$ cat src/rtl/spsl_pkg.sv
package spsl_pkg;

	// pulse range of the output channel
	localparam int PULSE_LOW  = 150;
	localparam int PULSE_HIGH = 600;
	localparam int SPAN       = PULSE_HIGH - PULSE_LOW;

	// angle scale
	localparam int ANGLE_FULL = 180;
	localparam int ANGLE_HALF = 90;

	// field widths
	localparam int PULSE_W = 12;
	localparam int ANG_W   = 8;
	localparam int RATE_W  = 16;
	localparam int TIME_W  = 32;

	// angle times span
	localparam int PROD_W = ANG_W + PULSE_W;
	// signed working width for pulse sums
	localparam int WORK_W = 16;

	// serial divider sizes
	localparam int DIV_W = 32;
	localparam int DVR_W = RATE_W + 1;

	// register port
	localparam int ADDR_W = 5;
	localparam int DATA_W = 32;

	typedef enum logic [2:0] {
		REG_MIN_ANGLE   = 3'd0,
		REG_MAX_ANGLE   = 3'd1,
		REG_TRIM_ANGLE  = 3'd2,
		REG_REVERSE_OFF = 3'd3,
		REG_MS_PER_STEP = 3'd4
	} reg_idx_t;

	typedef enum logic {
		OP_SET_TARGET = 1'b0,
		OP_UPDATE     = 1'b1
	} op_t;

	typedef enum logic [3:0] {
		ST_IDLE,
		ST_TRIM,
		ST_TRIM_W,
		ST_LO,
		ST_LO_W,
		ST_HI,
		ST_HI_W,
		ST_TGT,
		ST_TGT_W,
		ST_UPD,
		ST_UPD_W,
		ST_DONE
	} state_t;

endpackage

$ cat src/rtl/servo_pulse_slew_limiter_top.sv
// Set-target request: four serial divisions in turn (trim, lower limit, upper limit,
// target), then the result is registered.
// Update request while moving: one 32-step division of elapsed time.
// Update request at target: no division. One request in flight at a time;
// the next is taken as soon as the result is registered. Reset: pulse and target at
// mid range, time stamp zero, registers at their defaults.
module servo_pulse_slew_limiter_top import spsl_pkg::*; (
	input  logic               clk,
	input  logic               arst_n,
	input  logic               in_valid,
	output logic               in_stall,
	input  logic               operation,
	input  logic [ANG_W-1:0]   angle,
	input  logic [TIME_W-1:0]  now_ms,
	output logic               out_valid,
	input  logic               out_stall,
	output logic [PULSE_W-1:0] pulse,
	output logic               moving,
	output logic               pulse_written,
	input  logic               psel,
	input  logic               penable,
	input  logic               pwrite,
	input  logic [ADDR_W-1:0]  paddr,
	input  logic [DATA_W-1:0]  pwdata,
	output logic [DATA_W-1:0]  prdata,
	output logic               pready
);

	localparam logic signed [WORK_W-1:0] LOW_S    = WORK_W'(PULSE_LOW);
	localparam logic signed [WORK_W-1:0] HIGH_S   = WORK_W'(PULSE_HIGH);
	localparam logic signed [ANG_W-1:0]  TRIM_MAX = ANG_W'(ANGLE_HALF);
	localparam logic signed [ANG_W-1:0]  TRIM_MIN = -TRIM_MAX;
	localparam int                       LIM_BASE = PULSE_LOW * ANGLE_FULL;
	localparam logic [PULSE_W-1:0]       MID      = PULSE_W'((PULSE_LOW + PULSE_HIGH) / 2);

	function automatic logic signed [WORK_W-1:0] clamp_s(
		input logic signed [WORK_W-1:0] x,
		input logic signed [WORK_W-1:0] lo,
		input logic signed [WORK_W-1:0] hi
	);
		if (x < lo)
			return lo;
		if (x > hi)
			return hi;
		return x;
	endfunction

	// configuration registers
	logic [ANG_W-1:0]         min_angle_q;
	logic [ANG_W-1:0]         max_angle_q;
	logic signed [ANG_W-1:0]  trim_angle_q;
	logic                     reverse_off_q;
	logic [RATE_W-1:0]        ms_per_step_q;

	// state
	state_t                   state_q, state_d;
	logic [PULSE_W-1:0]       cur_q;
	logic [PULSE_W-1:0]       tgt_q;
	logic [TIME_W-1:0]        last_q;

	// request and intermediate values
	logic [ANG_W-1:0]         ang_q;
	logic [TIME_W-1:0]        now_q;
	logic signed [WORK_W-1:0] trim_q;
	logic [PULSE_W-1:0]       lo_q;
	logic [PULSE_W-1:0]       hi_q;
	logic                     wr_q;

	// result register
	logic                     out_valid_q;
	logic [PULSE_W-1:0]       out_pulse_q;
	logic                     out_moving_q;
	logic                     out_written_q;

	logic                     cfg_wr;
	logic                     in_acc;
	logic                     div_start;
	logic                     div_done;
	logic [DIV_W-1:0]         div_dividend;
	logic [DVR_W-1:0]         div_divisor;
	logic [DIV_W-1:0]         div_quot;
	logic                     ld_trim, ld_lo, ld_hi, ld_tgt, ld_cur, ld_last, wr_set;
	logic                     res_load;

	logic signed [ANG_W-1:0]  trim_c;
	logic                     trim_neg;
	logic [ANG_W-1:0]         trim_mag;
	logic                     rev_gt;
	logic [ANG_W-1:0]         rev_mag;
	logic [ANG_W-1:0]         mul_op;
	logic [PROD_W-1:0]        prod;
	logic [PROD_W:0]          lim_num;
	logic [RATE_W-1:0]        rate;
	logic signed [WORK_W-1:0] q_w;
	logic signed [WORK_W-1:0] trim_new;
	logic [PULSE_W-1:0]       lim_new;
	logic signed [WORK_W-1:0] t_base;
	logic [PULSE_W-1:0]       tgt_new;
	logic                     up;
	logic [PULSE_W-1:0]       remain;
	logic                     reach;
	logic [PULSE_W-1:0]       np;
	logic [PULSE_W-1:0]       np_c;

	spsl_div u_div (
		.clk      (clk),
		.arst_n   (arst_n),
		.start    (div_start),
		.dividend (div_dividend),
		.divisor  (div_divisor),
		.done     (div_done),
		.quotient (div_quot)
	);

	// register port
	assign pready = 1'b1;
	assign cfg_wr = psel & penable & pwrite;

	always_ff @(posedge clk or negedge arst_n) begin
		if (!arst_n) begin
			min_angle_q   <= '0;
			max_angle_q   <= ANG_W'(ANGLE_FULL);
			trim_angle_q  <= '0;
			reverse_off_q <= 1'b1;
			ms_per_step_q <= RATE_W'(1);
		end else if (cfg_wr) begin
			unique case (reg_idx_t'(paddr[4:2]))
				REG_MIN_ANGLE:   min_angle_q   <= pwdata[ANG_W-1:0];
				REG_MAX_ANGLE:   max_angle_q   <= pwdata[ANG_W-1:0];
				REG_TRIM_ANGLE:  trim_angle_q  <= pwdata[ANG_W-1:0];
				REG_REVERSE_OFF: reverse_off_q <= pwdata[0];
				REG_MS_PER_STEP: ms_per_step_q <= pwdata[RATE_W-1:0];
				default: ;
			endcase
		end
	end

	always_comb begin
		unique case (reg_idx_t'(paddr[4:2]))
			REG_MIN_ANGLE:   prdata = DATA_W'(min_angle_q);
			REG_MAX_ANGLE:   prdata = DATA_W'(max_angle_q);
			REG_TRIM_ANGLE:  prdata = DATA_W'(unsigned'(trim_angle_q));
			REG_REVERSE_OFF: prdata = DATA_W'(reverse_off_q);
			REG_MS_PER_STEP: prdata = DATA_W'(ms_per_step_q);
			default:         prdata = '0;
		endcase
	end

	// handshake
	assign in_stall  = (state_q != ST_IDLE);
	assign in_acc    = in_valid && !in_stall;
	assign out_valid = out_valid_q;
	assign pulse         = out_pulse_q;
	assign moving        = out_moving_q;
	assign pulse_written = out_written_q;

	// trim clamped to plus or minus a quarter turn, split into sign and magnitude
	assign trim_c   = (trim_angle_q < TRIM_MIN) ? TRIM_MIN :
		((trim_angle_q > TRIM_MAX) ? TRIM_MAX : trim_angle_q);
	assign trim_neg = trim_c[ANG_W-1];
	assign trim_mag = trim_neg ? ANG_W'(-trim_c) : ANG_W'(trim_c);

	// distance from the far end for reversed mapping
	assign rev_gt  = ang_q > ANG_W'(ANGLE_FULL);
	assign rev_mag = rev_gt ? ang_q - ANG_W'(ANGLE_FULL) : ANG_W'(ANGLE_FULL) - ang_q;

	assign prod    = PROD_W'(mul_op) * PROD_W'(SPAN);
	assign lim_num = (PROD_W + 1)'(prod) + (PROD_W + 1)'(LIM_BASE);
	assign rate    = (ms_per_step_q == '0) ? RATE_W'(1) : ms_per_step_q;

	// quotient post-processing
	assign q_w      = signed'(div_quot[WORK_W-1:0]);
	assign trim_new = trim_neg ? -q_w : q_w;
	assign lim_new  = PULSE_W'(clamp_s(q_w + trim_q, LOW_S, HIGH_S));
	assign t_base   = (!reverse_off_q && rev_gt) ? LOW_S - q_w : LOW_S + q_w;
	assign tgt_new  = PULSE_W'(clamp_s(t_base + trim_q,
		signed'(WORK_W'(lo_q)), signed'(WORK_W'(hi_q))));

	// step toward the target, landing on it when the step count reaches it
	assign up     = tgt_q > cur_q;
	assign remain = up ? tgt_q - cur_q : cur_q - tgt_q;
	assign reach  = div_quot >= DIV_W'(remain);
	assign np     = reach ? tgt_q :
		(up ? cur_q + div_quot[PULSE_W-1:0] : cur_q - div_quot[PULSE_W-1:0]);
	assign np_c   = (np < PULSE_W'(PULSE_LOW)) ? PULSE_W'(PULSE_LOW) :
		((np > PULSE_W'(PULSE_HIGH)) ? PULSE_W'(PULSE_HIGH) : np);

	// sequencer
	always_comb begin
		state_d      = state_q;
		div_start    = 1'b0;
		div_dividend = '0;
		div_divisor  = '0;
		mul_op       = '0;
		ld_trim      = 1'b0;
		ld_lo        = 1'b0;
		ld_hi        = 1'b0;
		ld_tgt       = 1'b0;
		ld_cur       = 1'b0;
		ld_last      = 1'b0;
		wr_set       = 1'b0;
		res_load     = 1'b0;
		unique case (state_q)
			ST_IDLE: begin
				if (in_valid)
					state_d = (op_t'(operation) == OP_SET_TARGET) ? ST_TRIM : ST_UPD;
			end
			ST_TRIM: begin
				mul_op       = trim_mag;
				div_dividend = DIV_W'({prod, 1'b0}) + DIV_W'(ANGLE_HALF);
				div_divisor  = DVR_W'(2 * ANGLE_HALF);
				div_start    = 1'b1;
				state_d      = ST_TRIM_W;
			end
			ST_TRIM_W: begin
				if (div_done) begin
					ld_trim = 1'b1;
					state_d = ST_LO;
				end
			end
			ST_LO: begin
				mul_op       = min_angle_q;
				div_dividend = DIV_W'({lim_num, 1'b0}) + DIV_W'(ANGLE_FULL);
				div_divisor  = DVR_W'(2 * ANGLE_FULL);
				div_start    = 1'b1;
				state_d      = ST_LO_W;
			end
			ST_LO_W: begin
				if (div_done) begin
					ld_lo   = 1'b1;
					state_d = ST_HI;
				end
			end
			ST_HI: begin
				mul_op       = max_angle_q;
				div_dividend = DIV_W'({lim_num, 1'b0}) + DIV_W'(ANGLE_FULL);
				div_divisor  = DVR_W'(2 * ANGLE_FULL);
				div_start    = 1'b1;
				state_d      = ST_HI_W;
			end
			ST_HI_W: begin
				if (div_done) begin
					ld_hi   = 1'b1;
					state_d = ST_TGT;
				end
			end
			ST_TGT: begin
				mul_op       = reverse_off_q ? ang_q : rev_mag;
				div_dividend = DIV_W'(prod);
				div_divisor  = DVR_W'(ANGLE_FULL);
				div_start    = 1'b1;
				state_d      = ST_TGT_W;
			end
			ST_TGT_W: begin
				if (div_done) begin
					ld_tgt  = 1'b1;
					ld_last = 1'b1;
					state_d = ST_DONE;
				end
			end
			ST_UPD: begin
				if (cur_q == tgt_q) begin
					ld_last = 1'b1;
					state_d = ST_DONE;
				end else begin
					div_dividend = now_q - last_q;
					div_divisor  = DVR_W'(rate);
					div_start    = 1'b1;
					state_d      = ST_UPD_W;
				end
			end
			ST_UPD_W: begin
				if (div_done) begin
					// no whole step elapsed: keep pulse and time stamp
					if (div_quot != '0) begin
						ld_cur  = 1'b1;
						ld_last = 1'b1;
						wr_set  = 1'b1;
					end
					state_d = ST_DONE;
				end
			end
			ST_DONE: begin
				if (!out_valid_q || !out_stall) begin
					res_load = 1'b1;
					state_d  = ST_IDLE;
				end
			end
			default: state_d = ST_IDLE;
		endcase
	end

	always_ff @(posedge clk or negedge arst_n) begin
		if (!arst_n)
			state_q <= ST_IDLE;
		else
			state_q <= state_d;
	end

	// servo state
	always_ff @(posedge clk or negedge arst_n) begin
		if (!arst_n) begin
			cur_q  <= MID;
			tgt_q  <= MID;
			last_q <= '0;
		end else begin
			if (ld_cur)
				cur_q <= np_c;
			if (ld_tgt)
				tgt_q <= tgt_new;
			if (ld_last)
				last_q <= now_q;
		end
	end

	// request capture and intermediate results
	always_ff @(posedge clk) begin
		if (in_acc) begin
			ang_q <= angle;
			now_q <= now_ms;
			wr_q  <= 1'b0;
		end else if (wr_set) begin
			wr_q <= 1'b1;
		end
		if (ld_trim)
			trim_q <= trim_new;
		if (ld_lo)
			lo_q <= lim_new;
		if (ld_hi)
			hi_q <= lim_new;
	end

	// result register
	always_ff @(posedge clk or negedge arst_n) begin
		if (!arst_n)
			out_valid_q <= 1'b0;
		else if (res_load)
			out_valid_q <= 1'b1;
		else if (!out_stall)
			out_valid_q <= 1'b0;
	end

	always_ff @(posedge clk) begin
		if (res_load) begin
			out_pulse_q   <= cur_q;
			out_moving_q  <= (cur_q != tgt_q);
			out_written_q <= wr_q;
		end
	end

	a_pulse_in_range: assert property (@(posedge clk) disable iff (!arst_n)
		cur_q >= PULSE_W'(PULSE_LOW) && cur_q <= PULSE_W'(PULSE_HIGH))
		else $error("current pulse left the pulse range");

	a_write_moves: assert property (@(posedge clk) disable iff (!arst_n)
		ld_cur |=> cur_q != $past(cur_q))
		else $error("pulse write without movement");

	a_done_in_wait: assert property (@(posedge clk) disable iff (!arst_n)
		div_done |-> (state_q == ST_TRIM_W || state_q == ST_LO_W || state_q == ST_HI_W ||
			state_q == ST_TGT_W || state_q == ST_UPD_W))
		else $error("divider finished outside a wait state");

endmodule

$ cat src/rtl/spsl_div.sv
module spsl_div import spsl_pkg::*; (
	input  logic             clk,
	input  logic             arst_n,
	input  logic             start,
	input  logic [DIV_W-1:0] dividend,
	input  logic [DVR_W-1:0] divisor,
	output logic             done,
	output logic [DIV_W-1:0] quotient
);

	localparam int CNT_W = $clog2(DIV_W);

	logic [DIV_W-1:0] dq_q;
	logic [DVR_W-1:0] rem_q;
	logic [DVR_W-1:0] dvr_q;
	logic [CNT_W-1:0] cnt_q;
	logic             busy_q;
	logic             done_q;
	logic [DVR_W:0]   rem_sh;
	logic [DVR_W:0]   rem_sub;
	logic             ge;

	// one restoring step: bring down the next dividend bit
	assign rem_sh  = {rem_q, dq_q[DIV_W-1]};
	assign ge      = rem_sh >= {1'b0, dvr_q};
	assign rem_sub = rem_sh - {1'b0, dvr_q};

	// step counter and done pulse
	always_ff @(posedge clk or negedge arst_n) begin
		if (!arst_n) begin
			busy_q <= 1'b0;
			done_q <= 1'b0;
			cnt_q  <= '0;
		end else begin
			done_q <= 1'b0;
			if (start) begin
				busy_q <= 1'b1;
				cnt_q  <= CNT_W'(DIV_W - 1);
			end else if (busy_q) begin
				cnt_q <= cnt_q - 1'b1;
				if (cnt_q == '0) begin
					busy_q <= 1'b0;
					done_q <= 1'b1;
				end
			end
		end
	end

	// dividend shifts out as quotient bits shift in
	always_ff @(posedge clk) begin
		if (start) begin
			dq_q  <= dividend;
			rem_q <= '0;
			dvr_q <= divisor;
		end else if (busy_q) begin
			dq_q  <= {dq_q[DIV_W-2:0], ge};
			rem_q <= ge ? rem_sub[DVR_W-1:0] : rem_sh[DVR_W-1:0];
		end
	end

	assign done     = done_q;
	assign quotient = dq_q;

	a_no_restart: assert property (@(posedge clk) disable iff (!arst_n)
		start |-> !busy_q)
		else $error("divider started while busy");

	a_done_after_last: assert property (@(posedge clk) disable iff (!arst_n)
		(busy_q && !start && cnt_q == '0) |=> (done_q && !busy_q))
		else $error("divider missed its done pulse");

endmodule
$ cat config.mk
export PLATFORM = sky130hd
export DESIGN_NAME = servo_pulse_slew_limiter_top
export DESIGN_NICKNAME = d
export VERILOG_FILES = /design/src/rtl/spsl_pkg.sv /design/src/rtl/servo_pulse_slew_limiter_top.sv /design/src/rtl/spsl_div.sv
export SDC_FILE = /design/constraint.sdc
export NUM_CORES = 1
export LEC_CHECK = 0
export ABC_AREA = 1
export BUFFER_PORTS_ARGS = -buffer_cell sky130_fd_sc_hd__clkbuf_2
export CORE_MARGIN = 2
export CORE_UTILIZATION = 55
export CTS_BUF_LIST = sky130_fd_sc_hd__clkbuf_2
export DETAILED_ROUTE_END_ITERATION = 6
export PLACE_DENSITY_LB_ADDON = 0.25
export SLEW_MARGIN = 0
export SYNTH_ARGS = -nofsm -noshare
export SYNTH_HDL_FRONTEND = slang
export SYNTH_SLANG_ARGS = --single-unit
export TNS_END_PERCENT = 100
$ cat constraint.sdc
create_clock -name clk -period 5.11 [get_ports clk]
set_input_delay 1.022 -clock clk [delete_from_list [all_inputs] [get_ports clk]]
set_output_delay 1.022 -clock clk [all_outputs]
set_load 0.02 [all_outputs]
# Word level (Yosys, flattened, before mapping)

Cells that the tools add are included.

Add/subtract/negate cells: 18
Multipliers: 1
Div/mod/pow operators: 0
$lt $le $gt $ge: 12
Eq/ne operators: 24
Shift operators: 0
Muxes and demuxes: 69
Bitwise operators: 2
Reductions and logical operators: 24

Operators with widths:

| operator               | count |
|---|---|
| $mux 12                | 13 |
| $pmux 32 s4            | 1 |
| $mux 32                | 3 |
| $pmux 16 s5            | 1 |
| $mux 16                | 4 |
| $pmux 16 s3            | 1 |
| $pmux 4 s11            | 1 |
| $mux 8                 | 5 |
| $sub 12x12->12         | 3 |
| $add 16x16->16         | 2 |
| $ge 32x12->1           | 1 |
| $pmux 8 s4             | 1 |
| $reduce_bool 32->1     | 1 |
| $sub 32x32->32         | 1 |
| $mux 4                 | 7 |
| $mux 1                 | 27 |
| $add 19x8->20 const B  | 1 |
| $add 18x7->19 const B  | 1 |
| $add 17x15->18 const B | 1 |
| $ge 18x17->1           | 1 |
| $mux 17                | 1 |
| $sub 17x17->17         | 1 |
| $add 9x16->16 const A  | 1 |
| $eq 4x3->1 const B     | 4 |
| 44 further kinds       | 67 |

Register bits after elaboration: 270
Latch bits: 0
Bits in writable memories: 0
Bits in read-only memories: 0
Bits of input ports: 85
Output and inout bits: 49
Word-level logic and storage cells: 175
Memories kept: 0

# Longest topological paths before layout

Gate-level depths: netlist of run 1.

Word-level depth: 11
Mapped depth: 41
Mapped depth without buffers: 41

# Hierarchy

From an unflattened synthesis of run 1, not the netlist that was laid out.

Cells, all modules: 2916
Area, all modules: 21715.8 µm²

By module, submodules not included:

| module                       | instances | cells an instance | area an instance (µm²) | seq. area each (µm²) |
|---|---|---|---|---|
| servo_pulse_slew_limiter_top | 1         | 2379              | 17491.8                | 5420.2 |
| spsl_div                     | 1         | 537               | 4224.1                 | 1986.9 |

# Least setup slack after synthesis of run 1

Ideal clock, no wire load.

Path kind: register to register
From: reg ang_q[3]
To: reg u_div.dq_q[17], in the netlist u_div.quotient[17], data pin
Data arrival time: 5.401 ns
Data required time: 4.844 ns
Path slack: -0.557 ns
Stages on the path, launching flop included: 31
Buffers on the path: 0
Clock period less this slack: 5.667 ns
Cells stage by stage: edfxtp_1 -> inv_1 -> ha_1 -> inv_1 -> nand3_2 -> nand2_2 -> nand3_4 -> nand2_1 -> inv_1 -> nand2_1 -> o2111ai_1 -> nand3_1 -> nor2_1 -> inv_1 -> fa_1 -> ha_1 -> ha_1 -> ha_1 -> fa_1 -> xor2_1 -> inv_1 -> nor2_1 -> nor2_1 -> nand3_1 -> nand2_1 -> nand2_1 -> nand3_1 -> nor2_2 -> nand4_1 -> nand3_1 -> nand4_1

Cells in the longest elaborated chain, start to end: 9
Elaborated cells between the ends (all ways): 12
Classes of those cells: add/sub (5); mul (1); order compare (1); mux (5)

Ends and longest elaborated chain:

| element                                          | line                                                                     | RTL |
|---|---|---|
| start: declaration                               | servo_pulse_slew_limiter_top.sv:62                                       | `logic [ANG_W-1:0] ang_q;` |
| start signal: assignment                         | servo_pulse_slew_limiter_top.sv:319                                      | `ang_q <= angle;` |
| $sub 8x8->8 / $gt 8x8->1 (equally long branches) | servo_pulse_slew_limiter_top.sv:165, servo_pulse_slew_limiter_top.sv:164 |  |
| $mux 8                                           | servo_pulse_slew_limiter_top.sv:165                                      | `assign rev_mag = rev_gt ? ang_q - ANG_W'(ANGLE_FULL) : ANG_W'(ANGLE_FULL) - ang_q;` |
| $mux 8 (*)                                       | servo_pulse_slew_limiter_top.sv:248                                      | `mul_op = reverse_off_q ? ang_q : rev_mag;` |
| $pmux 8 s4 (*)                                   | servo_pulse_slew_limiter_top.sv:203                                      | `unique case (state_q)` |
| $mul 8x8->16 (*)                                 | servo_pulse_slew_limiter_top.sv:167                                      | `assign prod = PROD_W'(mul_op) * PROD_W'(SPAN);` |
| $add 17x15->18                                   | servo_pulse_slew_limiter_top.sv:168                                      | `assign lim_num = (PROD_W + 1)'(prod) + (PROD_W + 1)'(LIM_BASE);` |
| $add 19x8->20                                    | servo_pulse_slew_limiter_top.sv:223, servo_pulse_slew_limiter_top.sv:236 |  |
| $pmux 32 s4 (*)                                  | servo_pulse_slew_limiter_top.sv:203                                      |  |
| $mux 32 (*)                                      | spsl_div.sv:51                                                           | `if (start) begin` |
| end signal: assignment                           | spsl_div.sv:52                                                           | `dq_q <= dividend;` |
| end signal: assignment                           | spsl_div.sv:56                                                           | `dq_q <= {dq_q[DIV_W-2:0], ge};` |
| end: declaration                                 | spsl_div.sv:13                                                           | `logic [DIV_W-1:0] dq_q;` |

Every way passes the cells marked *; elsewhere a longest branch is shown, timed or not.
A chain may end at the register's enable or synchronous reset.

# Final worst setup path of run 1

From: reg trim_angle_q[1]
To: reg u_div.dq_q[18], in the netlist u_div.quotient[18], data pin

Cells in the longest elaborated chain, start to end: 11
Elaborated cells between the ends (all ways): 13
Classes of those cells: add/sub (4); mul (1); order compare (2); mux (6)

Ends and longest elaborated chain:

| element                  | line                                                                     | RTL |
|---|---|---|
| start: declaration       | servo_pulse_slew_limiter_top.sv:51                                       | `logic signed [ANG_W-1:0] trim_angle_q;` |
| start signal: assignment | servo_pulse_slew_limiter_top.sv:130                                      | `REG_TRIM_ANGLE: trim_angle_q <= pwdata[ANG_W-1:0];` |
| $gt 8x8->1               | servo_pulse_slew_limiter_top.sv:159                                      | `((trim_angle_q > TRIM_MAX) ? TRIM_MAX : trim_angle_q);` |
| $mux 8                   | servo_pulse_slew_limiter_top.sv:159                                      |  |
| $mux 8 (*)               | servo_pulse_slew_limiter_top.sv:158                                      | `assign trim_c = (trim_angle_q < TRIM_MIN) ? TRIM_MIN :` |
| $neg 8->8                | servo_pulse_slew_limiter_top.sv:161                                      | `assign trim_mag = trim_neg ? ANG_W'(-trim_c) : ANG_W'(trim_c);` |
| $mux 8 (*)               | servo_pulse_slew_limiter_top.sv:161                                      |  |
| $pmux 8 s4 (*)           | servo_pulse_slew_limiter_top.sv:203                                      |  |
| $mul 8x8->16 (*)         | servo_pulse_slew_limiter_top.sv:167                                      |  |
| $add 17x15->18           | servo_pulse_slew_limiter_top.sv:168                                      |  |
| $add 19x8->20            | servo_pulse_slew_limiter_top.sv:223, servo_pulse_slew_limiter_top.sv:236 |  |
| $pmux 32 s4 (*)          | servo_pulse_slew_limiter_top.sv:203                                      |  |
| $mux 32 (*)              | spsl_div.sv:51                                                           |  |

Marks and branches as above.

==> flow_summary.json, run 1 <==
{
  "critPathCaptureType": "register",
  "cts_sinks": 269,
  "place_inst": 3468,
  "arrival_ns": 6.30,
  "synthSimpleGateAreaFrac_pct": 21.5,
  "hold_ws_ns": 0.132,
  "synth_mux_area_share_pct": 0.243,
  "drv_slew": 0,
  "synth_top_family_by_area": "simple AND/OR/NAND/NOR gates",
  "final_common_cell": "nand2_1",
  "avgSynthCellArea_um2": 7.73,
  "die_h_um": 200,
  "crit_required_ns": 5.80,
  "ys_seq_area_share_pct": 34.9,
  "drt-total-wl_um": 61700,
  "drt-pass1-iter-count": 6,
  "path_clk_slew_ns": 0.11,
  "clock.fmax_mhz": 178,
  "cts_tree": "yes",
  "skew_ns": 0.0658,
  "switching_share_pct": 49.9,
  "leakage_nw": 12.3,
  "ys_seq_elements": 269,
  "setup_viol": 8,
  "die_area_um2": 40000,
  "violations": "negative setup slack",
  "grtUsageTotal_pct": 30.4,
  "yosysWarnings": 0,
  "maxCapViolCount": 0,
  "p_sw_mw": 8.90,
  "final_cells": 3640,
  "yosys_most_used_dff": "edfxtp_1",
  "netlist_area_um2": 21100,
  "synth_compound_area_share_pct": 16.6,
  "period_minus_slack_ns": 5.61,
  "route.detailed.drc": 0,
  "cp_max_fo": 3,
  "layout_common_cells": "nand2_1, inv_1, o21ai_0",
  "synthAdderAreaFrac_pct": 13.5,
  "critPathSlowestCell": "dfrtp_1",
  "status": "finished with violations",
  "io_buffer_count": 98,
  "grt_max_degree": 70,
  "clk_latency_ns": 0.99,
  "synth_cells": 2733,
  "vias": 20100,
  "drt-wirelength-per-cell_um": 17.0,
  "drive_above_1_share_pct": 23.1,
  "power_density_nw_per_um2": 703,
  "critPathLaunchType": "register",
  "postCtsHoldBufs": 0,
  "clockPowerShare_pct": 9.1,
  "reg2regPathDepth": 36,
  "p_int_mw": 8.94,
  "ios": 134,
  "cts_made_buffers": 71,
  "crit_type": "register to register",
  "die_x_um": 200,
  "seqPwrFrac_pct": 19.4,
  "cts_buffer_depth": 3,
  "worst_slack_ns": -0.504,
  "core_area_um2": 37800,
  "htree_levels": 3,
  "finalCritPeriodShare_pct": 110,
  "rows": 71,
  "synth_edf_count": 142,
  "hpwl_um": 47800,
  "start_util_pct": 56.0,
  "async_reset_ff_share_pct": 40.5,
  "ir_worst_vdd_uv": 386,
  "worst_pin_slew_ns": 1.30,
  "p_comb_share_pct": 71.5,
  "slew_headroom_pct": 12.6,
  "synth_xor_area_share_pct": 4.29,
  "rsz0062_at_grt": "true",
  "grt_overflow": 0,
  "drtIter0Drc": 1365,
  "gp_congestion": 0.936,
  "antenna_found_initial": 3,
  "layout.nets": 3373,
  "area_growth_pct": 20.1,
  "hp-class": "input port to asynchronous set/reset pin",
  "first_global_vias": 19200,
  "crit_path_max_incr_delay_ns": 0.44,
  "ys_types": 74,
  "grt_pass1_wl_um": 95800,
  "ant_nets": 0,
  "vias_per_cell": 5.53,
  "finalHoldViolCount": 0,
  "clock-root-buffer": "clkbuf_2"
}
[registers in the layout (all words and copies together), names as in the netlist, 4 cells and up]
name and flops:
ang_q 8, cur_q 12, hi_q 12, last_q 32
lo_q 12, max_angle_q 8, min_angle_q 8, ms_per_step_q 16
now_q 32, pulse 12, state_q 4, tgt_q 12
trim_angle_q 8, trim_q 16, u_div.cnt_q 5, u_div.dvr_q 16
u_div.quotient 32, u_div.rem_q 17
[Yosys cell counts (5+ instances only)]
master | count | area share [%]
nand3_1 | 109 | 2.6
o211ai_1 | 22 | 0.78
dfrtp_1 | 89 | 11
buf_4 | 20 | 0.71
o31ai_1 | 7 | 0.25
clkbuf_1 | 39 | 0.69
nor4_1 | 7 | 0.21
o21ai_2 | 15 | 0.62
ha_1 | 204 | 12
dfxtp_1 | 18 | 1.7
and3_1 | 5 | 0.15
inv_1 | 363 | 6.5
buf_2 | 14 | 0.33
edfxtp_1 | 142 | 20
inv_2 | 16 | 0.28
nand4_1 | 39 | 1.2
nand3_2 | 8 | 0.38
o22ai_1 | 7 | 0.21
o21ai_1 | 19 | 0.45
nor2_1 | 212 | 3.8
or2_2 | 12 | 0.36
o2111ai_1 | 10 | 0.41
nand2_2 | 17 | 0.50
o21bai_1 | 15 | 0.53
dfstp_2 | 20 | 2.5
xor2_1 | 68 | 2.8
a22o_1 | 6 | 0.25
nor2_2 | 8 | 0.24
nor3_1 | 35 | 0.83
a21oi_1 | 209 | 5.0
xnor2_1 | 30 | 1.2
a31oi_1 | 18 | 0.53
o21ai_0 | 236 | 5.6
buf_6 | 5 | 0.27
a211oi_1 | 7 | 0.25
nand2_1 | 592 | 11
a21o_1 | 12 | 0.43
fa_1 | 15 | 1.4
[routing by layer]
| layer | global-route usage (%) | routed length, um | vias to the layer above |
|---|---|---|---|
| li1 | - | - | 9860 |
| met1 | 39.8 | 26500 | 9437 |
| met2 | 49.6 | 28800 | 690 |
| met3 | 4.59 | 3770 | 136 |
| met4 | 14.5 | 2610 | 2 |
| met5 | 0 | 13 | - |
[path summary, 6_finish.rpt]
kind                                  from                 end  slack (ns)
max                        trim_angle_q[1]  u_div.quotient[18]       -0.50
max reg2reg                trim_angle_q[1]  u_div.quotient[18]       -0.50
max in group asynchronous           arst_n      max_angle_q[7]        3.79
min                                 arst_n           tgt_q[10]        0.13
min reg2reg                u_div.rem_q[16]     u_div.rem_q[16]        0.48
min in group clk                now_ms[21]           now_q[21]        0.22
[worst max-delay path: cells and delay by family, from the launching register on]
family / cells / cell delay (ns)
buffers and inverters: 10 / 1.06
AO/OA/AOI/OAI: 3 / 0.60
flip-flops: 1 / 0.44
adder cells (fa/ha/maj): 5 / 1.35
AND/OR/NAND/NOR: 17 / 1.61
XOR/XNOR: 1 / 0.25
[power groups by stage]
stage	Combinational [mW]	Sequential, mW	Clock (mW)
floorplan	7.69	3.32	0
detailed placement	11.0	3.48	0
global route	14.1	3.52	1.77
global placement	10.6	3.46	0
CTS	11.6	3.44	1.66
finish	12.8	3.46	1.62
[logic make-up (layout without fill, tap and decap cells)]
group	Yosys count	after routing
and+or+nand+nor	1059	1059
AOI/OAI and AO/OA	613	613
buffers and inverters	465	840
DFF	269	269
adders and majority gates	219	219
xor gates and xnor gates	101	101
muxes	5	5
other	2	23
[area by class of cell]
| class | instances | area [um^2] |
|---|---|---|
| inverter | 385 | 1460 |
| fill | 3238 | 12400 |
| clock buffer | 113 | 566 |
| tap | 511 | 639 |
| antenna | 2 | 5.00 |
| sequential | 269 | 7380 |
| multi-input combinational | 2018 | 12900 |
| clock inverter | 18 | 131 |
| timing repair buffer | 324 | 2300 |
[through the flow]
step	utilization [%]	TNS [ns]	setup slack, ns	power [mW]	instance area [um^2]
6_report	67.2	-3.08	-0.504	17.8	25400
5_1_grt	67.2	-6.96	-0.852	19.4	25400
4_1_cts	65.1	-2.34	-0.427	16.7	24600
3_5_place_dp	62.3	-5.27	-0.526	14.5	23500
3_3_place_gp	62.3	-2.45	-0.395	14.1	23500
2_1_floorplan	-	-0.774	-0.179	11.0	21400
[timing repair]
action,in CTS,in global routing
gates cloned,0,2
pin swaps,37,59
setup buffers,17,21
endpoints found under the setup margin,20,31
gates resized for setup,59,121
No activity file was read; power rests on OpenSTA's default activity.
==> run 2: changes to the inputs <==
--- a/config.mk
+++ b/config.mk
@@ -12,6 +12,7 @@
 export CTS_BUF_LIST = sky130_fd_sc_hd__clkbuf_2
 export DETAILED_ROUTE_END_ITERATION = 6
 export PLACE_DENSITY_LB_ADDON = 0.25
+export SETUP_SLACK_MARGIN = 0.1
 export SLEW_MARGIN = 0
 export SYNTH_ARGS = -nofsm -noshare
 export SYNTH_HDL_FRONTEND = slang
==> flow_summary.json, run 2 (synthesized netlist as in run 1, its figures left out) <==
{
  "drtIter0Drc": 1678,
  "cts_sinks": 269,
  "crit_required_ns": 5.98,
  "final_cells": 3661,
  "vias_per_cell": 5.55,
  "worst_slack_ns": -0.441,
  "cts_made_buffers": 74,
  "critPathTopFamily": "simple AND/OR/NAND/NOR gates",
  "path_clk_slew_ns": 0.10,
  "postCtsHoldBufs": 0,
  "critPathSlowestCell": "fa_1",
  "slew_headroom_pct": 15.6,
  "critPathLaunchType": "register",
  "grt_overflow": 0,
  "drt-total-wl_um": 62200,
  "crit_buf_inv": 6,
  "leakage_nw": 12.4,
  "grtUsageTotal_pct": 29.9,
  "clk_latency_ns": 1.03,
  "rows": 71,
  "fin_total_pwr_mw": 18.3,
  "ir_worst_vdd_uv": 423,
  "final_common_cell": "nand2_1",
  "first_global_vias": 18900,
  "violations": "negative setup slack",
  "fillers": 3098,
  "finalCritPeriodShare_pct": 109,
  "status": "finished with violations",
  "utilization_pct": 68.4,
  "hp-class": "input port to asynchronous set/reset pin",
  "power_density_nw_per_um2": 710,
  "drive_above_1_share_pct": 24.5,
  "core_area_um2": 37800,
  "critical-path-top-cell-by-count": "nand2_2",
  "layout.nets": 3390,
  "finalHoldViolCount": 0,
  "ant_nets": 0,
  "htree_levels": 3,
  "cts_buffer_depth": 3,
  "clock.fmax_mhz": 180,
  "route.detailed.drc": 0,
  "setup_viol": 8,
  "start_util_pct": 56.0,
  "grt_max_degree": 64,
  "gp_congestion": 0.943,
  "clock-root-buffer": "clkbuf_2",
  "maxCapViolCount": 0,
  "vias": 20300,
  "cts_tree": "yes",
  "place_inst": 3468,
  "hpwl_um": 47300,
  "die_area_um2": 40000,
  "critPathCaptureType": "register",
  "skew_ns": 0.129,
  "cp_max_fo": 6,
  "die_h_um": 200,
  "crit_path_max_incr_delay_ns": 0.56,
  "grt_pass1_wl_um": 94100,
  "rsz0062_at_grt": "true",
  "drt-pass1-iter-count": 6,
  "drv_slew": 0,
  "worst_pin_slew_ns": 1.26,
  "rrSetupSlack_ns": -0.44,
  "crit_type": "register to register",
  "area_growth_pct": 22.2,
  "die_x_um": 200,
  "antenna_found_initial": 3,
  "layout_common_cells": "nand2_1, inv_1, o21ai_0, buf_4, clkbuf_2",
  "ios": 134,
  "period_minus_slack_ns": 5.55,
  "arrival_ns": 6.42,
  "io_buffer_count": 98,
  "drt-wirelength-per-cell_um": 17.0
}
[run 2: cell types whose count changed in the layout (fill, tap and decap cells not counted), sizes merged]
| cell | before | now |
|---|---|---|
| diode | 2 | 3 |
| clkbuf | 212 | 209 |
| inv | 383 | 380 |
| bufinv | 2 | 1 |
| clkinvlp | 2 | 3 |
| buf | 225 | 237 |
| clkinv | 16 | 30 |
[run 2: worst paths after layout]
path                       depth (start not counted)                 end       startpoint
setup / recovery                                  38  u_div.quotient[18]  trim_angle_q[2]
hold / removal                                     1           cur_q[10]           arst_n
setup reg to reg                                  38  u_div.quotient[18]  trim_angle_q[2]
hold reg to reg                                    2     u_div.rem_q[16]  u_div.rem_q[16]
max in group asynchronous                          2     trim_angle_q[7]           arst_n
min in group clk                                   1           now_q[22]       now_ms[22]
[run 2: power breakdown]
part,internal [mW],switching (mW)
registers,3.00,0.441
logic,5.51,7.77
clock network,0.625,0.976
[run 2: final cells by class]
cell class | instances | area (um^2) | share of cell area [%]
clock buffer | 108 | 541 | 2.09
multi-input combinational | 2018 | 13200 | 50.9
antenna | 3 | 7.51 | 0.0291
timing repair buffer | 338 | 2470 | 9.57
sequential | 269 | 7380 | 28.6
tap | 511 | 639 | 2.48
clock inverter | 29 | 149 | 0.577
inverter | 385 | 1480 | 5.73
[run 2: worst register-to-register path, delay by kind of cell, from the launching register on]
family	cells	cell delay, ns
and+or+nand+nor	22	2.13
adders and majority gates	5	1.56
AOI/OAI and AO/OA	4	0.56
buffers and inverters	6	0.52
DFF	1	0.40
xor gates and xnor gates	1	0.26
[run 2: stage by stage]
| step | TNS [ns] | worst slack (ns) | hold slack [ns] | instance area [um^2] |
|---|---|---|---|---|
| CTS | -2.58 | -0.376 | 0.0748 | 24500 |
| global route | -6.48 | -0.743 | 0.0907 | 25800 |
| finish | -2.23 | -0.441 | 0.103 | 25800 |
| detailed placement | -4.13 | -0.544 | 0.453 | 23500 |
| global placement | -2.57 | -0.397 | 0.447 | 23500 |
| floorplan | -0.774 | -0.179 | 0.409 | 21400 |
[run 2: timing repair]
action	in CTS	in global routing
cloned	0	5
setup endpoints to repair	21	31
gates resized for setup	42	199
setup buffers	11	40
pin swaps	35	90
[run 2: metal layers]
| layer | routed length (um) | track usage, % |
|---|---|---|
| met1 | 26400 | 39.3 |
| met4 | 2360 | 11.4 |
| met2 | 29000 | 49.2 |
| met3 | 4320 | 5.34 |
| met5 | 14 | 0 |
==> run 3: changes to the inputs <==
--- a/config.mk
+++ b/config.mk
@@ -7,8 +7,10 @@
 export LEC_CHECK = 0
 export ABC_AREA = 1
 export BUFFER_PORTS_ARGS = -buffer_cell sky130_fd_sc_hd__clkbuf_2
+export CELL_PAD_IN_SITES_DETAIL_PLACEMENT = 1
+export CELL_PAD_IN_SITES_GLOBAL_PLACEMENT = 1
 export CORE_MARGIN = 2
-export CORE_UTILIZATION = 55
+export CORE_UTILIZATION = 43
 export CTS_BUF_LIST = sky130_fd_sc_hd__clkbuf_2
 export DETAILED_ROUTE_END_ITERATION = 6
 export PLACE_DENSITY_LB_ADDON = 0.25
==> constraint.sdc (replaced) <==
create_clock -name clk -period 5.11 [get_ports clk]
set_input_delay 1.022 -clock clk [delete_from_list [all_inputs] [get_ports clk]]
set_output_delay 1.022 -clock clk [all_outputs]
set_load 0.1 [all_outputs]
==> flow_summary.json, run 3 (synthesized netlist as in run 1, its figures left out) <==
{
  "route.detailed.drc": 0,
  "slew_headroom_pct": 16.0,
  "final_common_cell": "nand2_1",
  "drt-total-wl_um": 75800,
  "ir_worst_vdd_uv": 386,
  "place_inst": 3661,
  "first_global_vias": 21500,
  "crit_path_max_incr_delay_ns": 0.47,
  "htree_levels": 3,
  "ios": 134,
  "worst_pin_slew_ns": 1.25,
  "dpl_cell_area_um2": 24000,
  "wl_met2_um": 37800,
  "design_area_um2": 26600,
  "cts_sinks": 269,
  "drt-pass1-iter-count": 5,
  "drive_above_1_share_pct": 26.6,
  "critPathLaunchType": "register",
  "crit_required_ns": 5.90,
  "hp-class": "input port to register",
  "worst_slack_ns": -0.683,
  "area_growth_pct": 26.0,
  "power_density_nw_per_um2": 726,
  "r2r_start": "trim_angle_q[3]",
  "crit_type": "register to register",
  "io_buffer_count": 98,
  "clock-root-buffer": "clkbuf_2",
  "rrSetupSlack_ns": -0.68,
  "reg2regPathDepth": 31,
  "skew_ns": 0.117,
  "hold_depth": 1,
  "fillers": 6013,
  "die_h_um": 226,
  "met1_length_um": 31700,
  "grt_pass1_wl_um": 112000,
  "routed.top_layer": "met4",
  "clk_latency_ns": 1.13,
  "layout.nets": 3448,
  "vias": 20800,
  "reg2reg_to": "u_div.quotient[17]",
  "setup_viol": 9,
  "clock.fmax_mhz": 173,
  "cts_buffer_depth": 3,
  "rsz0062_at_grt": "true",
  "hp-start": "now_ms[18]",
  "layout_common_cells": "nand2_1, inv_1, buf_4",
  "wl_met3_um": 2810,
  "cp_max_fo": 5,
  "hold_ws_ns": 0.0923,
  "arrival_ns": 6.58,
  "grt_max_degree": 64,
  "cts_tree": "yes",
  "critPathSlowestCell": "fa_1",
  "cts_made_buffers": 76,
  "critPathCaptureType": "register",
  "drv_slew": 0,
  "die_area_um2": 50900,
  "hold-path-endpoint": "now_q[18]",
  "vias_per_cell": 5.37,
  "maxCapViolCount": 0,
  "antenna_found_initial": 2,
  "rows": 81,
  "grtUsageTotal_pct": 28.3,
  "drtIter0Drc": 934,
  "drt-wirelength-per-cell_um": 19.6,
  "grt_overflow": 0,
  "finalCritPeriodShare_pct": 113,
  "start_util_pct": 43.3,
  "finalHoldViolCount": 0,
  "period_minus_slack_ns": 5.79,
  "hpwl_um": 57700,
  "gp_congestion": 0.944,
  "die_x_um": 226,
  "critical-path-top-cell-by-count": "ha_4",
  "ant_nets": 0,
  "violations": "negative setup slack",
  "status": "finished with violations",
  "core_area_um2": 48700,
  "final_cells": 3874,
  "leakage_nw": 12.8,
  "path_clk_slew_ns": 0.11
}
run 3: cell count changes in the layout (fill, tap and decap cells not counted), moves of 5 or more:
cell           change
nor2_1             -6
nand2_1           -10
nand2_4           +10
o21ai_4            +5
nand3_2            +5
dlygate4sd3_1     +10
buf_4             +48
clkbuf_2           +6
run 3: metrics by stage:
| stage | setup TNS, ns | utilization (%) | total power, mW | setup slack (ns) |
|---|---|---|---|---|
| floorplan | -0.774 | - | 11.2 | -0.179 |
| global placement | -2.75 | 49.3 | 14.7 | -0.453 |
| detailed placement | -5.56 | 49.3 | 15.3 | -0.668 |
| CTS | -3.37 | 51.9 | 17.5 | -0.516 |
| global route | -9.24 | 54.6 | 20.9 | -0.944 |
| finish | -4.41 | 54.6 | 19.3 | -0.683 |
run 3: how the worst max path moves through the flow:
| stage | from | end | slack, ns | cells past startpoint |
|---|---|---|---|---|
| 2_1_floorplan | trim_angle_q[2] | u_div.quotient[17] | -0.18 | 36 |
| 3_3_place_gp | trim_angle_q[1] | u_div.quotient[17] | -0.45 | 36 |
| 3_5_place_dp | trim_angle_q[1] | u_div.quotient[17] | -0.67 | 36 |
| 4_1_cts | trim_angle_q[3] | u_div.quotient[17] | -0.52 | 36 |
| 5_1_grt | trim_angle_q[3] | u_div.quotient[17] | -0.94 | 33 |
| 6_report | trim_angle_q[3] | u_div.quotient[17] | -0.68 | 31 |
run 3: routing by layer:
layer  up-vias  GRT usage (%)
met5         -              0
li1       9991              -
met3       186           4.28
met4         0           12.8
met2       461           50.0
met1     10200           34.0
run 3: timing repair:
action                                 CTS  global route
gates cloned                             0             3
hold buffers                             7             3
pin swaps                               48            99
endpoints found under the hold margin   48             3
setup endpoints to repair               30            32
resized for setup                       71           219
buffers inserted                        19            38
run 3: final cells by class:
| cell class | count | area (um^2) | area share, % |
|---|---|---|---|
| Antenna cell | 3 | 7.51 | 0.0282 |
| Inverter | 385 | 1470 | 5.54 |
| Sequential cell | 269 | 7380 | 27.7 |
| Multi-Input combinational cell | 2018 | 13300 | 50.0 |
| Clock inverter | 27 | 150 | 0.564 |
| Clock buffer | 114 | 571 | 2.14 |
| Timing Repair Buffer | 394 | 2890 | 10.9 |
| Tap cell | 664 | 831 | 3.12 |
run 3: critical path, delay by kind of cell, from the launching register on:
family / cells / cell delay (ns)
AOI/OAI and AO/OA: 1 / 0.20
DFF: 1 / 0.41
xor gates and xnor gates: 1 / 0.21
adders and majority gates: 7 / 1.97
buffers and inverters: 7 / 0.89
and+or+nand+nor: 15 / 1.73
run 3: report_power, final:
| part | total [mW] | internal (mW) | switching [mW] |
|---|---|---|---|
| Sequential | 3.45 | 3.00 | 0.444 |
| Clock | 1.69 | 0.627 | 1.06 |
| Combinational | 14.2 | 5.61 | 8.58 |
| Total | 19.3 | 9.24 | 10.1 |
